[src/ngll_pkg.sv]
// ----------------------------------------------------------------------------
// ngll_pkg
// Shared types and constants of the GLL position parser.
// ----------------------------------------------------------------------------
`default_nettype none

package ngll_pkg;

   localparam int FRAC_DIGITS_DEFAULT = 5;
   localparam int FRAC_KEPT_MAX       = 5;

   localparam logic [7:0] CHAR_DOLLAR = 8'h24;
   localparam logic [7:0] CHAR_COMMA  = 8'h2C;
   localparam logic [7:0] CHAR_POINT  = 8'h2E;
   localparam logic [7:0] CHAR_ZERO   = 8'h30;
   localparam logic [7:0] CHAR_NINE   = 8'h39;
   localparam logic [7:0] CHAR_E      = 8'h45;
   localparam logic [7:0] CHAR_G      = 8'h47;
   localparam logic [7:0] CHAR_L      = 8'h4C;
   localparam logic [7:0] CHAR_N      = 8'h4E;
   localparam logic [7:0] CHAR_P      = 8'h50;
   localparam logic [7:0] CHAR_S      = 8'h53;
   localparam logic [7:0] CHAR_W      = 8'h57;

   localparam logic [2:0] HDR_IDLE = 3'd0;
   localparam logic [2:0] HDR_BODY = 3'd7;

   localparam logic [14:0] INT_SAT      = 15'd32767;
   localparam logic [8:0]  INT_SAT_DEG  = 9'd327;
   localparam logic [3:0]  INT_SAT_TENS = 4'd6;
   localparam logic [3:0]  INT_SAT_ONES = 4'd7;

   localparam logic [8:0]  LAT_MAX_DEG = 9'd90;
   localparam logic [8:0]  LON_MAX_DEG = 9'd180;
   localparam logic [6:0]  MINUTES_LIMIT = 7'd60;
   localparam logic [23:0] MIN_E5_MAX  = 24'd5999999;
   localparam logic [23:0] MIN_E5_UNIT = 24'd100000;

   typedef enum logic [1:0] {
      FIELD_LAT = 2'd0,
      FIELD_NS  = 2'd1,
      FIELD_LON = 2'd2,
      FIELD_EW  = 2'd3
   } field_type;

   typedef struct packed {
      logic       valid;
      logic [7:0] rx_byte;
   } stage_type;

   typedef struct packed {
      logic [6:0]  lat_degrees;
      logic [22:0] lat_minutes_e5;
      logic        lat_south;
      logic [7:0]  lon_degrees;
      logic [22:0] lon_minutes_e5;
      logic        lon_west;
      logic        well_formed;
   } result_type;

   typedef struct packed {
      logic valid;
      logic hold;
   } out_status_type;

endpackage

`default_nettype wire

[src/nmea_gll_position_parser.sv]
// ----------------------------------------------------------------------------
// nmea_gll_position_parser
// Parses GLL sentences from a byte stream into one position per sentence.
//
//   channel   dir   payload                              beat
//   req_      in    rx_byte                              one character
//   rsp_      out   lat/lon degrees, minutes e5, flags   one position
//
// One byte per cycle sustained while no stalled result holds the flow; a byte
// is registered in the input register, and its position, if any, is then
// registered in the result register.
// Reset clears all parse state; the parser then waits for a dollar sign.
// A stalled result stops only a byte that would make a new result.
// ----------------------------------------------------------------------------
`default_nettype none

module nmea_gll_position_parser #(
   parameter int FRAC_DIGITS = ngll_pkg::FRAC_DIGITS_DEFAULT
) (
   input  wire logic        clock,
   input  wire logic        reset,
   input  wire logic        req_valid,
   output logic             req_stall,
   input  wire logic [7:0]  req_rx_byte,
   output logic             rsp_valid,
   input  wire logic        rsp_stall,
   output logic [6:0]       rsp_lat_degrees,
   output logic [22:0]      rsp_lat_minutes_e5,
   output logic             rsp_lat_south,
   output logic [7:0]       rsp_lon_degrees,
   output logic [22:0]      rsp_lon_minutes_e5,
   output logic             rsp_lon_west,
   output logic             rsp_well_formed
);

   ngll_pkg::stage_type      stage;
   ngll_pkg::result_type     result;
   ngll_pkg::result_type     rsp_data;
   ngll_pkg::out_status_type out_status;
   logic                     has_result;
   logic                     advance;
   logic                     load;

   assign advance = stage.valid && (!has_result || !out_status.hold);
   assign load    = advance && has_result;

   ngll_in_reg u_in_reg (
      .clock       (clock),
      .reset       (reset),
      .req_valid   (req_valid),
      .req_stall   (req_stall),
      .req_rx_byte (req_rx_byte),
      .advance     (advance),
      .stage       (stage)
   );

   ngll_core #(
      .FRAC_DIGITS (FRAC_DIGITS)
   ) u_core (
      .clock      (clock),
      .reset      (reset),
      .stage      (stage),
      .advance    (advance),
      .has_result (has_result),
      .result     (result)
   );

   ngll_out_reg u_out_reg (
      .clock     (clock),
      .reset     (reset),
      .load      (load),
      .result    (result),
      .status    (out_status),
      .rsp_valid (rsp_valid),
      .rsp_stall (rsp_stall),
      .rsp_data  (rsp_data)
   );

   assign rsp_lat_degrees    = rsp_data.lat_degrees;
   assign rsp_lat_minutes_e5 = rsp_data.lat_minutes_e5;
   assign rsp_lat_south      = rsp_data.lat_south;
   assign rsp_lon_degrees    = rsp_data.lon_degrees;
   assign rsp_lon_minutes_e5 = rsp_data.lon_minutes_e5;
   assign rsp_lon_west       = rsp_data.lon_west;
   assign rsp_well_formed    = rsp_data.well_formed;

   // an empty input register never pushes back
   a_stall_needs_byte: assert property (@(posedge clock) disable iff (reset)
      !stage.valid |-> !req_stall)
      else $error("input stalled with no byte held");

   // a new position never overwrites one that is still waiting
   a_no_overwrite: assert property (@(posedge clock) disable iff (reset)
      load |-> !(out_status.valid && rsp_stall))
      else $error("result register overwritten while stalled");

   // a position with no flagged error is always in range
   a_range: assert property (@(posedge clock) disable iff (reset)
      (rsp_valid && rsp_well_formed) |->
         (rsp_lat_degrees <= 7'd90) && (rsp_lon_degrees <= 8'd180) &&
         (rsp_lat_minutes_e5 < 23'd6000000) && (rsp_lon_minutes_e5 < 23'd6000000))
      else $error("well formed position out of range");

   // the result register is only loaded by a byte that is being consumed
   a_load_advances: assert property (@(posedge clock) disable iff (reset)
      load |-> stage.valid && !req_stall)
      else $error("result loaded without consuming a byte");

endmodule

`default_nettype wire

[src/ngll_in_reg.sv]
// ----------------------------------------------------------------------------
// ngll_in_reg
// Input register: holds one received byte until the parser takes it.
// ----------------------------------------------------------------------------
`default_nettype none

module ngll_in_reg (
   input  wire logic                clock,
   input  wire logic                reset,
   input  wire logic                req_valid,
   output logic                     req_stall,
   input  wire logic [7:0]          req_rx_byte,
   input  wire logic                advance,
   output ngll_pkg::stage_type      stage
);

   logic       valid_ff, valid_in;
   logic [7:0] byte_ff;
   logic       accept;

   assign req_stall = valid_ff && !advance;
   assign accept    = req_valid && !req_stall;

   always_comb begin
      valid_in = valid_ff;
      if (accept) begin
         valid_in = 1'b1;
      end else if (advance) begin
         valid_in = 1'b0;
      end
   end

   always_ff @(posedge clock) begin
      if (reset) begin
         valid_ff <= 1'b0;
      end else begin
         valid_ff <= valid_in;
      end
   end

   always_ff @(posedge clock) begin
      if (accept) begin
         byte_ff <= req_rx_byte;
      end
   end

   assign stage.valid   = valid_ff;
   assign stage.rx_byte = byte_ff;

endmodule

`default_nettype wire

[src/ngll_core.sv]
// ----------------------------------------------------------------------------
// ngll_core
// Header match, field parser and position formatting, one byte per advance.
// ----------------------------------------------------------------------------
`default_nettype none

module ngll_core #(
   parameter int FRAC_DIGITS = ngll_pkg::FRAC_DIGITS_DEFAULT
) (
   input  wire logic                clock,
   input  wire logic                reset,
   input  wire ngll_pkg::stage_type stage,
   input  wire logic                advance,
   output logic                     has_result,
   output ngll_pkg::result_type     result
);

   localparam logic [2:0] KEPT_DIGITS = 3'((FRAC_DIGITS < ngll_pkg::FRAC_KEPT_MAX) ?
                                           FRAC_DIGITS : ngll_pkg::FRAC_KEPT_MAX);

   function automatic logic [7:0] hdr_char(input logic [2:0] pos);
      logic [7:0] c;
      c = ngll_pkg::CHAR_COMMA;
      unique case (pos)
         3'd1:    c = ngll_pkg::CHAR_G;
         3'd2:    c = ngll_pkg::CHAR_P;
         3'd3:    c = ngll_pkg::CHAR_G;
         3'd4:    c = ngll_pkg::CHAR_L;
         3'd5:    c = ngll_pkg::CHAR_L;
         default: c = ngll_pkg::CHAR_COMMA;
      endcase
      return c;
   endfunction

   function automatic logic [16:0] frac_scale(input logic [2:0] cnt);
      logic [16:0] s;
      s = 17'd1;
      unique case (cnt)
         3'd0:    s = 17'd100000;
         3'd1:    s = 17'd10000;
         3'd2:    s = 17'd1000;
         3'd3:    s = 17'd100;
         3'd4:    s = 17'd10;
         default: s = 17'd1;
      endcase
      return s;
   endfunction

   function automatic logic value_ok(input logic [8:0] deg, input logic [6:0] mm,
                                     input logic [16:0] f5, input logic [8:0] max_deg);
      logic ok;
      ok = (mm < ngll_pkg::MINUTES_LIMIT) &&
           ((deg < max_deg) || ((deg == max_deg) && (mm == 7'd0) && (f5 == 17'd0)));
      return ok;
   endfunction

   function automatic logic [22:0] minutes_e5(input logic [6:0] mm, input logic [16:0] f5);
      logic [23:0] m;
      m = 24'(mm) * ngll_pkg::MIN_E5_UNIT + 24'(f5);
      if (m > ngll_pkg::MIN_E5_MAX) begin
         m = ngll_pkg::MIN_E5_MAX;
      end
      return m[22:0];
   endfunction

   // parse state
   logic [2:0]          hdr_ff, hdr_in;
   ngll_pkg::field_type field_ff, field_in;
   logic [14:0]         ip_ff, ip_in;
   logic [8:0]          deg_ff, deg_in;
   logic [3:0]          tens_ff, tens_in;
   logic [3:0]          ones_ff, ones_in;
   logic [16:0]         frac_ff, frac_in;
   logic [2:0]          fcnt_ff, fcnt_in;
   logic                point_ff, point_in;
   logic [8:0]          lat_deg_ff, lat_deg_in;
   logic [6:0]          lat_mm_ff, lat_mm_in;
   logic [16:0]         lat_frac_ff, lat_frac_in;
   logic                south_ff, south_in;
   logic                err_ff, err_in;

   logic [7:0]  b;
   logic        is_digit;
   logic [3:0]  digit;
   logic [18:0] ip_next;
   logic [12:0] deg_next;
   logic [6:0]  mm;
   logic [33:0] f5_wide;
   logic [16:0] f5;
   logic        num_byte;
   logic        clear_num;
   logic        clear_all;

   assign b        = stage.rx_byte;
   assign is_digit = (b >= ngll_pkg::CHAR_ZERO) && (b <= ngll_pkg::CHAR_NINE);
   assign digit    = 4'(b - ngll_pkg::CHAR_ZERO);
   assign ip_next  = 19'(ip_ff) * 19'd10 + 19'(digit);
   assign deg_next = 13'(deg_ff) * 13'd10 + 13'(tens_ff);
   assign mm       = 7'(tens_ff) * 7'd10 + 7'(ones_ff);
   assign f5_wide  = 34'(frac_ff) * 34'(frac_scale(fcnt_ff));
   assign f5       = f5_wide[16:0];

   assign has_result = (b == ngll_pkg::CHAR_E || b == ngll_pkg::CHAR_W) &&
                       (hdr_ff == ngll_pkg::HDR_BODY) && (field_ff == ngll_pkg::FIELD_EW);

   always_comb begin
      hdr_in      = hdr_ff;
      field_in    = field_ff;
      ip_in       = ip_ff;
      deg_in      = deg_ff;
      tens_in     = tens_ff;
      ones_in     = ones_ff;
      frac_in     = frac_ff;
      fcnt_in     = fcnt_ff;
      point_in    = point_ff;
      lat_deg_in  = lat_deg_ff;
      lat_mm_in   = lat_mm_ff;
      lat_frac_in = lat_frac_ff;
      south_in    = south_ff;
      err_in      = err_ff;
      num_byte    = 1'b0;
      clear_num   = 1'b0;
      clear_all   = 1'b0;

      priority if (b == ngll_pkg::CHAR_DOLLAR) begin
         clear_all = 1'b1;
         hdr_in    = 3'd1;
      end else if (hdr_ff == ngll_pkg::HDR_IDLE) begin
         hdr_in = ngll_pkg::HDR_IDLE;
      end else if (hdr_ff != ngll_pkg::HDR_BODY) begin
         hdr_in = (b == hdr_char(hdr_ff)) ? hdr_ff + 3'd1 : ngll_pkg::HDR_IDLE;
      end else begin
         unique case (field_ff)
            ngll_pkg::FIELD_LAT: begin
               if (b == ngll_pkg::CHAR_COMMA) begin
                  if (!value_ok(deg_ff, mm, f5, ngll_pkg::LAT_MAX_DEG)) begin
                     err_in = 1'b1;
                  end
                  lat_deg_in  = deg_ff;
                  lat_mm_in   = mm;
                  lat_frac_in = f5;
                  clear_num   = 1'b1;
                  field_in    = ngll_pkg::FIELD_NS;
               end else begin
                  num_byte = 1'b1;
               end
            end
            ngll_pkg::FIELD_NS: begin
               // point flag doubles as "letter seen" here
               if (b == ngll_pkg::CHAR_N || b == ngll_pkg::CHAR_S) begin
                  if (point_ff) begin
                     err_in = 1'b1;
                  end
                  point_in = 1'b1;
                  south_in = (b == ngll_pkg::CHAR_S);
               end else if (b == ngll_pkg::CHAR_COMMA) begin
                  if (!point_ff) begin
                     err_in = 1'b1;
                  end
                  point_in = 1'b0;
                  field_in = ngll_pkg::FIELD_LON;
               end else begin
                  err_in = 1'b1;
               end
            end
            ngll_pkg::FIELD_LON: begin
               if (b == ngll_pkg::CHAR_COMMA) begin
                  if (!value_ok(deg_ff, mm, f5, ngll_pkg::LON_MAX_DEG)) begin
                     err_in = 1'b1;
                  end
                  field_in = ngll_pkg::FIELD_EW;
               end else begin
                  num_byte = 1'b1;
               end
            end
            ngll_pkg::FIELD_EW: begin
               if (has_result || b == ngll_pkg::CHAR_COMMA) begin
                  clear_all = 1'b1;
                  hdr_in    = ngll_pkg::HDR_IDLE;
               end else begin
                  err_in = 1'b1;
               end
            end
         endcase
      end

      if (num_byte) begin
         if (is_digit) begin
            if (!point_ff) begin
               if (ip_next > 19'(ngll_pkg::INT_SAT)) begin
                  ip_in   = ngll_pkg::INT_SAT;
                  deg_in  = ngll_pkg::INT_SAT_DEG;
                  tens_in = ngll_pkg::INT_SAT_TENS;
                  ones_in = ngll_pkg::INT_SAT_ONES;
                  err_in  = 1'b1;
               end else begin
                  ip_in   = ip_next[14:0];
                  deg_in  = deg_next[8:0];
                  tens_in = ones_ff;
                  ones_in = digit;
               end
            end else if (fcnt_ff < KEPT_DIGITS) begin
               // extra fraction digits are dropped silently
               frac_in = 17'(frac_ff * 17'd10 + 17'(digit));
               fcnt_in = fcnt_ff + 3'd1;
            end
         end else if (b == ngll_pkg::CHAR_POINT) begin
            if (point_ff) begin
               err_in = 1'b1;
            end
            point_in = 1'b1;
         end else begin
            err_in = 1'b1;
         end
      end

      if (clear_num || clear_all) begin
         ip_in    = '0;
         deg_in   = '0;
         tens_in  = '0;
         ones_in  = '0;
         frac_in  = '0;
         fcnt_in  = '0;
         point_in = 1'b0;
      end
      if (clear_all) begin
         field_in    = ngll_pkg::FIELD_LAT;
         lat_deg_in  = '0;
         lat_mm_in   = '0;
         lat_frac_in = '0;
         south_in    = 1'b0;
         err_in      = 1'b0;
      end
   end

   always_ff @(posedge clock) begin
      if (reset) begin
         hdr_ff      <= ngll_pkg::HDR_IDLE;
         field_ff    <= ngll_pkg::FIELD_LAT;
         ip_ff       <= '0;
         deg_ff      <= '0;
         tens_ff     <= '0;
         ones_ff     <= '0;
         frac_ff     <= '0;
         fcnt_ff     <= '0;
         point_ff    <= 1'b0;
         lat_deg_ff  <= '0;
         lat_mm_ff   <= '0;
         lat_frac_ff <= '0;
         south_ff    <= 1'b0;
         err_ff      <= 1'b0;
      end else if (advance) begin
         hdr_ff      <= hdr_in;
         field_ff    <= field_in;
         ip_ff       <= ip_in;
         deg_ff      <= deg_in;
         tens_ff     <= tens_in;
         ones_ff     <= ones_in;
         frac_ff     <= frac_in;
         fcnt_ff     <= fcnt_in;
         point_ff    <= point_in;
         lat_deg_ff  <= lat_deg_in;
         lat_mm_ff   <= lat_mm_in;
         lat_frac_ff <= lat_frac_in;
         south_ff    <= south_in;
         err_ff      <= err_in;
      end
   end

   always_comb begin
      result.lat_degrees    = (lat_deg_ff > ngll_pkg::LAT_MAX_DEG) ?
                              ngll_pkg::LAT_MAX_DEG[6:0] : lat_deg_ff[6:0];
      result.lat_minutes_e5 = minutes_e5(lat_mm_ff, lat_frac_ff);
      result.lat_south      = south_ff;
      result.lon_degrees    = (deg_ff > ngll_pkg::LON_MAX_DEG) ?
                              ngll_pkg::LON_MAX_DEG[7:0] : deg_ff[7:0];
      result.lon_minutes_e5 = minutes_e5(mm, f5);
      result.lon_west       = (b == ngll_pkg::CHAR_W);
      result.well_formed    = !err_ff;
   end

endmodule

`default_nettype wire

[src/ngll_out_reg.sv]
// ----------------------------------------------------------------------------
// ngll_out_reg
// Result register: holds one position until the receiver takes it.
// ----------------------------------------------------------------------------
`default_nettype none

module ngll_out_reg (
   input  wire logic                 clock,
   input  wire logic                 reset,
   input  wire logic                 load,
   input  wire ngll_pkg::result_type result,
   output ngll_pkg::out_status_type  status,
   output logic                      rsp_valid,
   input  wire logic                 rsp_stall,
   output ngll_pkg::result_type      rsp_data
);

   logic                 valid_ff, valid_in;
   ngll_pkg::result_type data_ff;

   always_comb begin
      valid_in = valid_ff;
      if (load) begin
         valid_in = 1'b1;
      end else if (!rsp_stall) begin
         valid_in = 1'b0;
      end
   end

   always_ff @(posedge clock) begin
      if (reset) begin
         valid_ff <= 1'b0;
      end else begin
         valid_ff <= valid_in;
      end
   end

   always_ff @(posedge clock) begin
      if (load) begin
         data_ff <= result;
      end
   end

   assign status.valid = valid_ff;
   assign status.hold  = valid_ff && rsp_stall;
   assign rsp_valid    = valid_ff;
   assign rsp_data     = data_ff;

endmodule

`default_nettype wire

[config.mk]
export PLATFORM = sky130hd
export DESIGN_NAME = nmea_gll_position_parser
export DESIGN_NICKNAME = d
export VERILOG_FILES = /design/src/ngll_pkg.sv /design/src/nmea_gll_position_parser.sv /design/src/ngll_in_reg.sv /design/src/ngll_core.sv /design/src/ngll_out_reg.sv
export SDC_FILE = /design/constraint.sdc
export NUM_CORES = 1
export LEC_CHECK = 0
export ABC_AREA = 0
export BUFFER_PORTS_ARGS = -buffer_cell sky130_fd_sc_hd__buf_4
export CAP_MARGIN = 20
export CORE_MARGIN = 5
export CORE_UTILIZATION = 45
export CTS_BUF_LIST = sky130_fd_sc_hd__clkbuf_2 sky130_fd_sc_hd__clkbuf_4 sky130_fd_sc_hd__clkbuf_8
export DETAILED_ROUTE_END_ITERATION = 16
export HOLD_SLACK_MARGIN = 0.12
export PLACE_DENSITY = 0.69
export SLEW_MARGIN = 20
export SYNTH_ARGS = -nofsm -noshare
export SYNTH_HDL_FRONTEND = slang
export SYNTH_SLANG_ARGS = --single-unit
export TNS_END_PERCENT = 10
[constraint.sdc]
create_clock -name clock -period 11.6 [get_ports clock]
set_input_delay 0.58 -clock clock [delete_from_list [all_inputs] [get_ports clock]]
set_output_delay 0.58 -clock clock [all_outputs]
set_load 0.05 [all_outputs]
==> metrics.md <==
| Metric | Value |
|---|---|
| Area grow syn2layout | 7.93% |
| Fmax | around 100 MHz |
| CTS tree | done |
| Final setup violation count | 0 |
| Fin crit period | 9.70 ns |
| Outcome | finished clean |
| Unrepaired setup endpoints after global routing | false |
| Clock Sinks | roughly 170 |
| DR iter-0 viols | between 700 and 800 |
| Final wirelength | between 40000 and 50000 µm |
| Root Buffer | clkbuf_8 |
| Synth Net Count | between 2k and 2.5k |
| Most Crowded Layer GR | met2 |
| Core Area | roughly 40000 µm² |
| N_diodes | 0 |
| Die width | roughly 210 µm |
| Met1 GRT Util | 0.259 |
| Setup TNS Final | 0 ns |
| Critical path class | flop to flop |
| Via count | ~15k |
| Met3 Resource Use GR | 0.0328 |
| Placed cell count | roughly 2.6k |
| Syn Inst Count | between 2k and 2.5k |
| PD cells | 55.3 nW/µm² |
| CTS buffer count | 17 |
| Max-Cap Viols | 0 |
| Max incr delay on CP | between 0.6 and 0.7 ns |
| Placer Congestion | 0.891 |
| Initial Util | 0.456 |
| Commonest non-fill, non-tap cell in the layout | ha_1 |
| Post-route insts no fill | 2665 |
| Vias in the first global route | between 10k and 15k |
| Part of the cycle the worst path needs | 0.837 |
| Synth Register Bits | roughly 170 |
| Slew Viols, Final | 0 |
| Area occupied by multi-input gates | ~13000 µm² |
| Syn_area_per_cell | around 8.7 µm² |
| Layout Nets | 2520 |
| VDD IR max | roughly 60 µV |
| Clock transition at path regs | around 0.1 ns |
| Register area share after synthesis | 0.223 |
| Worst EP required | ~12 ns |
| Relative slew slack | 0.315 |
| Largest net degree at the start of global routing | 76 |
| # IOs | 78 |
| Critical Path AT | slightly below 10 ns |
| Setup bufs post-CTS | 0 |
| Max stage delay cell, worst path | dfxtp_1 |
| Gr usage total | 0.193 |
| Crit. End Element | flop |
| LEAKAGE | between 0.009 and 0.01 µW |
| DP Worst Slack | around 2.0 ns |
| Synth unique cells | 85 |
| H-tree Lvls | 4 |
| Layout cell share with drive strength beyond 1 | 0.0715 |
| DP Wirelength | 33700 µm |
| Hold Fails Final Rpt | 0 |
| Total design power | about 1100 µW |
| Clk_skew | 0.0145 ns |
| PortBufs | 77 |
| Vias/cell | between 5 and 6 |
| Maximum root-to-sink buffer count | 2 |
| GR Layer Usage met2 | 0.326 |
| Cts hold-fix bufs | 0 |
| Crit start category | flop |
| Site row count | 73 |
| HP Class | primary input to flop |
| GRT overflow | 0 |
| Post-synthesis async set-or-reset flop share | 0 |
| DRC Markers | 0 |
| Post-synth EDFFs | about 70 |
| Post-CTS sizing | 0 |
| Filler Cells Inserted | about 3.8k |
| Antenna violations before repair | 0 |
| Die H | about 210 µm |
| Area of the die | approximately 44000 µm² |
| Tightest Pin Transition | between 1 and 1.5 ns |
| Most frequent cells in the layout | ha_1 (272), inv_1 (249), nand2_1 (198) |
| Drt pass-1 iters | 5 |
| First-pass GRT wire length | just over 70000 µm |
| Syn Std Cell Area | about 18000 µm² |
| DRT antenna net count | 0 |
| Drt wl/cell | 15.8 µm |
| Top_reg_cell synth | dfxtp_1 |
| Worst Slack Setup Final | approximately 1.9 ns |
| YS warnings | 0 |
| Clk Latency, worst-skew pair | approximately 0.5 ns |
| FF+latch area | roughly 4000 µm² |
| Worst-path fanout max | 17 |
[per-stage QoR]
step / util / hold WS, ns / cell area (µm²)
3_5_place_dp: 0.482 / 0.444 / 19200
4_1_cts: 0.492 / 0.211 / 19600
2_1_floorplan: - / 0.402 / 18100
6_report: 0.492 / 0.249 / 19600
5_1_grt: 0.492 / 0.207 / 19600
3_3_place_gp: 0.482 / 0.442 / 19200
[final cells by class]
type | instances | share of cell area
Clock inverter | 15 | 0.00856
Inverter | 249 | 0.0477
Timing Repair Buffer | 84 | 0.0322
Tap cell | 525 | 0.0335
Multi-Input combinational cell | 1609 | 0.660
Clock buffer | 17 | 0.0119
Sequential cell | 166 | 0.206
[routing by layer]
layer,wire length (µm),part of all wire
met1,19500,0.46
met4,865,0.020
met2,19700,0.47
met3,2160,0.051
met5,0,0
[where the power goes]
group / total (µW) / switching, µW / internal [µW] / leakage [µW]
registers: 613 / 5.81 / 607 / 0.00144
logic: 25.4 / 16.5 / 8.97 / 0.00783
clock network: 444 / 248 / 196 / 0.000195
total: 1080 / 271 / 812 / 0.00947
[final timing paths]
path                            slack [ns]                                from                                   to  cells after the start
worst max register to register        1.90      u_core.fcnt_ff[2]$_SDFFE_PP0P_  u_out_reg.rsp_data[8]$_SDFFCE_PN1P_                     35
worst min register to register        0.46  u_core.lat_frac_ff[4]$_SDFFE_PP0P_   u_core.lat_frac_ff[4]$_SDFFE_PP0P_                      2
worst min-delay path                  0.25                      req_rx_byte[1]        u_in_reg.byte_ff[1]$_DFFE_PP_                      1
worst max-delay path                  1.90      u_core.fcnt_ff[2]$_SDFFE_PP0P_  u_out_reg.rsp_data[8]$_SDFFCE_PN1P_                     35
[registers in the layout, indices dropped and copies added, names as in the netlist]
name,count
u_out_reg.rsp_data,64
u_core.south_ff,1
u_core.tens_ff,4
u_core.fcnt_ff,3
u_core.ip_ff,14
u_core.deg_ff,9
u_out_reg.rsp_valid,1
u_core.field_ff,2
u_core.lat_mm_ff,7
u_core.lat_deg_ff,9
u_core.hdr_ff,3
u_core.point_ff,1
u_in_reg.valid_ff,1
u_core.frac_ff,17
u_core.lat_frac_ff,17
u_in_reg.byte_ff,8
u_core.ones_ff,4
u_core.err_ff,1
[synth_stat cells (54+ instances only)]
cell | n | area share
dfxtp_1 | 94 | 0.10
clkbuf_1 | 58 | 0.012
nor3_1 | 56 | 0.015
nor2_1 | 112 | 0.023
nand2_1 | 198 | 0.041
and2_1 | 62 | 0.021
xnor2_1 | 87 | 0.042
inv_1 | 249 | 0.052
o21ai_0 | 69 | 0.019
edfxtp_1 | 72 | 0.12
ha_1 | 272 | 0.19
xor2_1 | 54 | 0.026
nand3_1 | 58 | 0.016
a21oi_1 | 157 | 0.043
fa_1 | 109 | 0.12
[cells by family (layout without fill, tap and decap cells)]
logic type                 after synthesis  in the layout  share of synthesized area
AOI/OAI and AO/OA                      416            416                      0.145
xor gates and xnor gates               142            142                     0.0689
adders and majority gates              381            381                      0.308
buffers and inverters                  316            365                     0.0661
DFF                                    166            166                      0.223
muxes                                    7              7                    0.00400
and+or+nand+nor                        663            663                      0.186
[worst max-delay path: cells and delay by family, from the launching register on]
family | cells | cell delay [ns]
adders and majority gates | 9 | 3.54
AOI/OAI and AO/OA | 11 | 2.23
buffers and inverters | 5 | 0.42
DFF | 1 | 0.65
and+or+nand+nor | 9 | 2.15
xor gates and xnor gates | 1 | 0.44
No activity file was read; power rests on OpenSTA's default activity.
